<file path="config.mk">
export PLATFORM = sky130hd
export DESIGN_NAME = bffa_ctrl
export DESIGN_NICKNAME = d
export VERILOG_FILES = /design/src/bffa_pkg.sv /design/src/bffa_ctrl.sv
export SDC_FILE = /design/constraint.sdc
export NUM_CORES = 1
export LEC_CHECK = 0
export ABC_AREA = 1
export BUFFER_PORTS_ARGS = -buffer_cell sky130_fd_sc_hd__buf_2
export CORE_AREA = 2 2 39 41
export DETAILED_ROUTE_END_ITERATION = 16
export DIE_AREA = 0 0 41 43
export PLACE_DENSITY = 0.51
export SLEW_MARGIN = 20
export SYNTH_ARGS = -nofsm -noshare
export SYNTH_HDL_FRONTEND = slang
export SYNTH_SLANG_ARGS = --single-unit
</file>
<file path="constraint.sdc">
create_clock -name clk -period 1.6 [get_ports clk]
set_input_delay 0.32 -clock clk [delete_from_list [all_inputs] [get_ports clk]]
set_output_delay 0.32 -clock clk [all_outputs]
set_load 0.005 [all_outputs]
</file>
<file path="src/bffa_pkg.sv">
// shared types, codes and helpers of the bitmap allocator
// no dependencies
`timescale 1ns / 1ps

package bffa_pkg;

  localparam int CFG_LEN_W  = 10;
  localparam int CFG_DATA_W = 32;
  localparam int CFG_IDX_W  = 2;
  localparam int INDEX_W    = 12;
  localparam int VALUE_W    = 32;

  localparam logic [CFG_IDX_W-1:0] CFG_NODE_LEN   = 2'd0;
  localparam logic [CFG_IDX_W-1:0] CFG_BLOCK_LEN  = 2'd1;
  localparam logic [CFG_IDX_W-1:0] CFG_DATA_START = 2'd2;

  localparam logic ACT_ALLOC = 1'b0;
  localparam logic ACT_FREE  = 1'b1;
  localparam logic MAP_NODE  = 1'b0;
  localparam logic MAP_BLOCK = 1'b1;

  localparam logic [7:0] FULL_BYTE = 8'hff;

  typedef enum logic [2:0] {
    ST_CLEAR,
    ST_IDLE,
    ST_START,
    ST_LOOK,
    ST_FINISH
  } bffa_state_t;

  typedef struct packed {
    logic load;
    logic clr_step;
    logic step;
    logic commit;
    logic fail;
    logic emit;
  } bffa_cmd_t;

  typedef struct packed {
    logic clr_last;
    logic start_ok;
    logic is_free;
    logic byte_full;
    logic more;
    logic rsp_open;
  } bffa_status_t;

  function automatic logic [2:0] first_zero(input logic [7:0] b);
    logic [2:0] pos;
    pos = 3'd7;
    for (int i = 7; i >= 0; i--) begin
      if (!b[i]) pos = 3'(i);
    end
    return pos;
  endfunction

endpackage

</file>
<file path="src/bffa_ctrl.sv">
// sequencer of the bitmap allocator: clear pass, byte scan, result hand-off
// depends on bffa_pkg
`timescale 1ns / 1ps

module bffa_ctrl import bffa_pkg::*; (
  input  logic         clk,
  input  logic         rst,
  input  logic         req_valid,
  output logic         req_stall,
  input  bffa_status_t status,
  output bffa_cmd_t    cmd
);

  bffa_state_t state, state_next;

  always_ff @(posedge clk) begin
    if (rst) state <= ST_CLEAR;
    else     state <= state_next;
  end

  always_comb begin
    state_next = state;
    cmd        = '0;
    req_stall  = 1'b1;
    case (state)
      ST_CLEAR: begin
        cmd.clr_step = 1'b1;
        if (status.clr_last) state_next = ST_IDLE;
      end
      ST_IDLE: begin
        req_stall = 1'b0;
        if (req_valid) begin
          cmd.load   = 1'b1;
          state_next = ST_START;
        end
      end
      ST_START: begin
        if (!status.start_ok) begin
          cmd.fail   = 1'b1;
          state_next = ST_FINISH;
        end else begin
          state_next = ST_LOOK;
        end
      end
      ST_LOOK: begin
        if (status.is_free || !status.byte_full) begin
          cmd.commit = 1'b1;
          state_next = ST_FINISH;
        end else if (status.more) begin
          cmd.step   = 1'b1;
          state_next = ST_START;
        end else begin
          cmd.fail   = 1'b1;
          state_next = ST_FINISH;
        end
      end
      ST_FINISH: begin
        if (status.rsp_open) begin
          cmd.emit   = 1'b1;
          state_next = ST_IDLE;
        end
      end
      default: state_next = ST_CLEAR;
    endcase
  end

endmodule

</file>
Word-level counts from Yosys, hierarchy flattened
Cells that the tools add are included.
Widths: inputs -> output; s select.
{"block": "classes", "n_eq_ne": 7, "mux": 21, "reduce_logical": 4}
{"op": "$mux 3", "n": 6}
{"op": "$pmux 3 s5", "n": 1}
{"op": "$mux 1", "n": 12}
{"op": "$eq 3x2->1 const B", "n": 2}
{"op": "$ne 2x2->1 const B", "n": 3}
{"op": "$eq 3x1->1 const B", "n": 1}
{"op": "$eq 3x3->1 const B", "n": 1}
{"op": "$logic_not 3->1", "n": 1}
{"op": "$reduce_and 3->1", "n": 1}
{"op": "$mux 2", "n": 1}
{"op": "$pmux 1 s2", "n": 1}
{"op": "$logic_not 1->1", "n": 1}
{"op": "$logic_or 1x1->1", "n": 1}
{"block": "totals", "register_bits": 3, "inputBits": 9, "out_inout_bits": 7, "word_cells": 33}

Depth between registers and ports, before layout
Gate-level depths: netlist of the first run.
{"block": "depth", "ltp_word": 4, "ltp_mapped": 7, "depth_no_buf": 7}

Worst setup path after synthesis of the first run
Ideal clock, no wire load.
{"block": "synth_path", "kind": "reg-to-output", "startpoint": "register state[1]", "endpoint": "output cmd[1] in the netlist's numbering", "arrival_time_ns": 0.799, "required_time_ns": 1.280, "path_slack_ns": 0.481, "stages_incl_launch_ff": 5, "path_buffers": 0, "cell_sequence": "dfxtp_1 nand2_1 nor2_1 inv_1 o31ai_2"}
{"item": "from (decl)", "line_no": "bffa_ctrl.sv:14", "rtl": "bffa_state_t state, state_next;"}
{"item": "from (signal assigned)", "line_no": "bffa_ctrl.sv:18", "rtl": "else state <= state_next;"}
{"item": "to (decl)", "line_no": "bffa_ctrl.sv:11", "rtl": "output bffa_cmd_t cmd"}

==> results.toml, run 1 <==
[placement]
numPortBuffers = 15
dpl_cell_area_sq_um = 355.3
dp_cells = 79
place.gp.congestion = 0.6961
place_hpwl_um = 540.3
pre_cts_ws_ps = 310.4

[clock_tree]
clk_pin_slew_ps = 40
clockRootBuffer = "clkbuf_4"
cts_inserted_buffers = 3
cts.sinks = 3
cts_tree = "done"
htree_levels = 1
clkLatencyLatePin_ps = 230
cts_max_path_buffers = 2

[pwr]
power.density_nw_per_um2 = 851.3
irDropWorstVdd_mv = 0.3366
switching_share_pct = 32.03
combPwrFrac_pct = 33.0
intPower_uw = 222.3
clkPwrFrac_pct = 38.9
seq_power_share_pct = 28.2
leakagePower_uw = 0.0002427
p_sw_uw = 104.7

[timing]
finalHoldViolCount = 0
fin_crit_sh_pct = 92.32
setup_ws_ps = 122.9
maxSlewHeadroom_pct = 85.99
rsz0062_at_grt = "false"
finalSetupViolCount = 0
tns_ps = 0
min_period_ps = 1477
skew_ps = 2.605
final_max_slew_viol_count = 0
tightest_slew_ps = 209.9
fmax_mhz = 677.0

[grt]
grt_max_degree = 6
grt_overflow_total = 0
grt_pass1_wl_um = 924
grt_pass1_vias = 245
grt_usage_pct = 7.422
antenna_found_initial = 0

[layout]
final_area_sq_um = 384.1
syn2layout_area_growth_pct = 47.60
drive_above_1_share_pct = 34.33
top_regs = "state (3)"
nets = 77
instances_no_fill = 83
top_register = "state"
antenna_cells = 0
largest_register_ffs = 3

[route]
vias = 336
dr.pass1.iters = 4
drtIter0Drc = 7
wl_met2_um = 272
wl_um = 604
vias_per_cell = 4.048
remaining_drc_errors = 0
drt-met1-wl_um = 280
dr.max_layer_used = "met3"
wl_met3_um = 51
wl_per_cell_um = 7.277
antenna_left = 0

[logic_synthesis]
syn_area_sq_um = 260.3
ys_seq_elements = 3
syn_nets = 57
synth_cells = 48
syn_area_per_cell_sq_um = 5.422
yosysSeqAreaShare_pct = 23.08
ys_warn_count = 0
ys_types = 13

[critical_path]
reg2reg_from = "state[1]$_SDFFE_PP0P_"
rrSetupSlack_ps = 600
crit_path_end_kind = "output pin"
cp_data_arrival_time_ps = 1160
r2r-end = "state[1]$_SDFFE_PP0P_"
critPathKind = "flop to output pin"
cp_max_fo = 5
reg2reg_depth = 6
required_ps = 1280
cp-start-kind = "flop"

[hold_path]
hold_depth = 2
min_to = "state[1]$_SDFFE_PP0P_"
worstHoldPathType = "primary input to flop"
hold_start = "rst"

[floorplan]
start_util_pct = 18.81
ioPinCount = 16
die-area_sq_um = 1763
rows = 14
core_area_sq_um = 1384
die_w_um = 41
die_h_um = 43

[outcome]
outcome = "complete, no violations"

[flow_run]
maxCapViolCount = 0
## critical path: stages, from the launching register on
cell     delay (ps)
dfxtp_1         370
nand2_1          80
nor2_2          110
inv_1            70
o31ai_2         160
buf_2           140
## logic make-up (layout without fill, tap and decap cells)
logic type	after synthesis	count (layout)	share of synthesized area [%]
DFF	3	3	23.08
AOI/OAI and AO/OA	3	3	8.649
and+or+nand+nor	29	29	49.52
buffers and inverters	13	32	18.75
## synthesized netlist by cell type
master,count,area (sq um)
nand3b_1,1,7.510
o31ai_2,1,12.51
o21ai_0,1,5.000
a21oi_1,1,5.000
nor2_2,1,6.260
nor2_1,9,33.78
dfxtp_1,3,60.06
inv_2,2,7.510
nand3_1,6,30.03
nor3_1,1,5.000
nand4_1,2,12.51
nand2_1,9,33.78
inv_1,11,41.29
## routing by layer
metal	GRT usage [%]	up-vias
li1	-	187
met4	2.000	0
met5	0	-
met2	10.31	9
met3	3.141	0
met1	10.26	140
## area by class of cell
| class | instances | area [sq um] |
|---|---|---|
| clock buffers | 4 | 26.28 |
| fillers | 164 | 999.7 |
| inverters | 13 | 48.80 |
| multi-input cells | 32 | 153.9 |
| flip-flops and latches | 3 | 60.06 |
| well taps | 16 | 20.02 |
| repair buffers | 15 | 75.07 |
## power by group through the flow
stage	Sequential, uW	Clock (uW)	Combinational [uW]
2_1_floorplan	91.7	0	70.5
3_3_place_gp	93.1	0	108
3_5_place_dp	93.1	0	109
6_report	92.1	127	108
4_1_cts	91.9	132	109
5_1_grt	93.0	137	121
## through the flow
stage | hold slack, ps | total power, uW | util (%)
finish | 272.8 | 327.0 | 27.76
global route | 272.0 | 351.1 | 27.76
floorplan | 386.9 | 162.2 | -
detailed placement | 506.6 | 201.8 | 25.68
global placement | 504.9 | 201.2 | 25.68
CTS | 267.0 | 333.1 | 27.58
## worst max path at each step
| stage | start | to | slack, ps | cells after the start |
|---|---|---|---|---|
| floorplan | state[1]$_SDFFE_PP0P_ | cmd[1] | 480 | 4 |
| global placement | state[1]$_SDFFE_PP0P_ | cmd[1] | 350 | 5 |
| detailed placement | state[1]$_SDFFE_PP0P_ | cmd[1] | 310 | 5 |
| CTS | state[1]$_SDFFE_PP0P_ | cmd[1] | 70 | 5 |
| global route | state[1]$_SDFFE_PP0P_ | cmd[1] | 10 | 5 |
| finish | state[1]$_SDFFE_PP0P_ | cmd[1] | 120 | 5 |
## repair_timing
item,CTS,global route
setup buffers,0,0
gates resized for setup,0,1
hold buffers,0,0
setup endpoints to repair,0,1
## layout by cell type, fill, tap and decap left out
cell type	count
inv_1	11
nor2_1	8
nor2_2	2
clkbuf_4	3
o31ai_2	1
nand2_1	9
buf_2	15
o21ai_0	1
nand4_1	2
nand3b_1	1
inv_2	2
nand3_1	6
nor3_1	1
a21oi_1	1
dfxtp_1	3
clkbuf_1	1
No activity file was read; power rests on OpenSTA's default activity.
==> run 2: changes to the inputs <==
--- a/config.mk
+++ b/config.mk
@@ -10,7 +10,8 @@
 export CORE_AREA = 2 2 39 41
 export DETAILED_ROUTE_END_ITERATION = 16
 export DIE_AREA = 0 0 41 43
-export PLACE_DENSITY = 0.51
+export PLACE_DENSITY = 0.49
+export SETUP_SLACK_MARGIN = 0.2
 export SLEW_MARGIN = 20
 export SYNTH_ARGS = -nofsm -noshare
 export SYNTH_HDL_FRONTEND = slang
==> results.toml, run 2 (synthesis gave the netlist of run 1 again) <==
[route]
vias_per_cell = 4.233
dr.pass1.iters = 6
wl_um = 719
antenna_left = 0
drtIter0Drc = 6
wl_per_cell_um = 8.360
vias = 364
remaining_drc_errors = 0

[hold_path]
hold_depth = 2
hold_start = "rst"
worstHoldPathType = "primary input to flop"
min_to = "state[1]$_SDFFE_PP0P_"

[critical_path]
path_buf_inv = 2
cp_data_arrival_time_ps = 1080
cp.depth = 5
cp_max_fo = 3
cp_top_family = "flip-flops"
cp-start-kind = "flop"
reg2reg_depth = 7
reg2reg_from = "state[1]$_SDFFE_PP0P_"
worst_path_largest_cell_delay_ps = 340
crit_path_end_kind = "output pin"
cp_slowest_cell = "dfxtp_2"
r2r-end = "state[0]$_SDFFE_PP0P_"
crit_chain = "nand2_2 -> nor2_4 -> inv_2 -> o31ai_2 -> buf_2"
required_ps = 1280
rrSetupSlack_ps = 370
critPathKind = "flop to output pin"

[timing]
min_period_ps = 1403
tightest_slew_ps = 183.3
fin_crit_sh_pct = 87.71
tns_ps = 0
skew_ps = 2.247
fmax_mhz = 712.5
maxSlewHeadroom_pct = 87.75
setup_ws_ps = 196.6
rsz0062_at_grt = "true"
final_max_slew_viol_count = 0
finalSetupViolCount = 0
finalHoldViolCount = 0
hold_slack_ps = 250.2

[outcome]
outcome = "complete, no violations"

[placement]
numPortBuffers = 15
place.gp.congestion = 0.6804
place_hpwl_um = 525.7
pre_cts_ws_ps = 315.1
dp_cells = 79

[layout]
top_regs = "state (3)"
top_register = "state"
antenna_cells = 0
syn2layout_area_growth_pct = 62.50
instances_no_fill = 86
layout_common_cells = "15 x buf_2, 10 x inv_1, 8 x nor2_1, 8 x nand2_1, 6 x nand3_1"
largest_register_ffs = 3
nets = 80
final_common_cell = "buf_2"
fin_util_pct = 30.56
drive_above_1_share_pct = 45.71
fillers = 163

[floorplan]
start_util_pct = 18.81
die_w_um = 41
ioPinCount = 16
core_area_sq_um = 1384
die_h_um = 43
die-area_sq_um = 1763
rows = 14

[grt]
grt_pass1_wl_um = 1117
antenna_found_initial = 0
grt_max_degree = 6
grt_usage_pct = 9.519
grt_pass1_vias = 287
grt_overflow_total = 0

[clock_tree]
cts_max_path_buffers = 2
htree_levels = 1
clk_pin_slew_ps = 40
clockRootBuffer = "clkbuf_4"
cts_inserted_buffers = 3
cts_tree = "done"
clkLatencyLatePin_ps = 240
cts.sinks = 3

[pwr]
irDropWorstVdd_mv = 0.5131
leakagePower_uw = 0.0002617
power.density_nw_per_um2 = 838.8

[flow_run]
maxCapViolCount = 0
run 2: worst max-delay path by stage:
stage | to | startpoint | slack, ps
after floorplan | cmd[1] | state[1]$_SDFFE_PP0P_ | 480
after global placement | cmd[1] | state[1]$_SDFFE_PP0P_ | 340
after detailed placement | cmd[1] | state[1]$_SDFFE_PP0P_ | 320
after CTS | cmd[1] | state[0]$_SDFFE_PP0P_ | 160
after global routing | cmd[1] | state[1]$_SDFFE_PP0P_ | 140
final | cmd[1] | state[0]$_SDFFE_PP0P_ | 200
run 2: repair_timing:
item	CTS	global route
pin swaps	1	1
cloned	0	0
setup buffers	2	1
hold buffers	0	0
endpoints found under the setup margin	4	4
gates resized for setup	4	4
run 2: cell type report:
type / count / area [sq um] / share of cell area [%]
multi-input cells: 32 / 166.4 / 39.35
repair buffers: 18 / 97.59 / 23.08
flip-flops and latches: 3 / 63.81 / 15.09
inverters: 13 / 48.80 / 11.54
clock buffers: 4 / 26.28 / 6.213
well taps: 16 / 20.02 / 4.734
run 2: layer usage:
layer	wire length, um	vias to the layer above	global-route usage [%]
met5	0	-	0
met4	14	0	4.000
met3	54	2	4.712
met2	352	17	14.37
met1	298	152	10.86
li1	-	193	-
run 2: per-stage QoR:
stage	cell area (sq um)	power, uW
final	422.9	354.7
after global routing	422.9	384.1
after CTS	404.1	353.1
after detailed placement	355.3	201.5
after global placement	355.3	202.9
after floorplan	260.3	162.2
run 2: report_power, final:
| part | switching [uW] | total [uW] | internal [uW] |
|---|---|---|---|
| clock network | 42.9 | 137 | 93.7 |
| logic | 69.3 | 123 | 53.5 |
| registers | 9.33 | 95.4 | 86.0 |
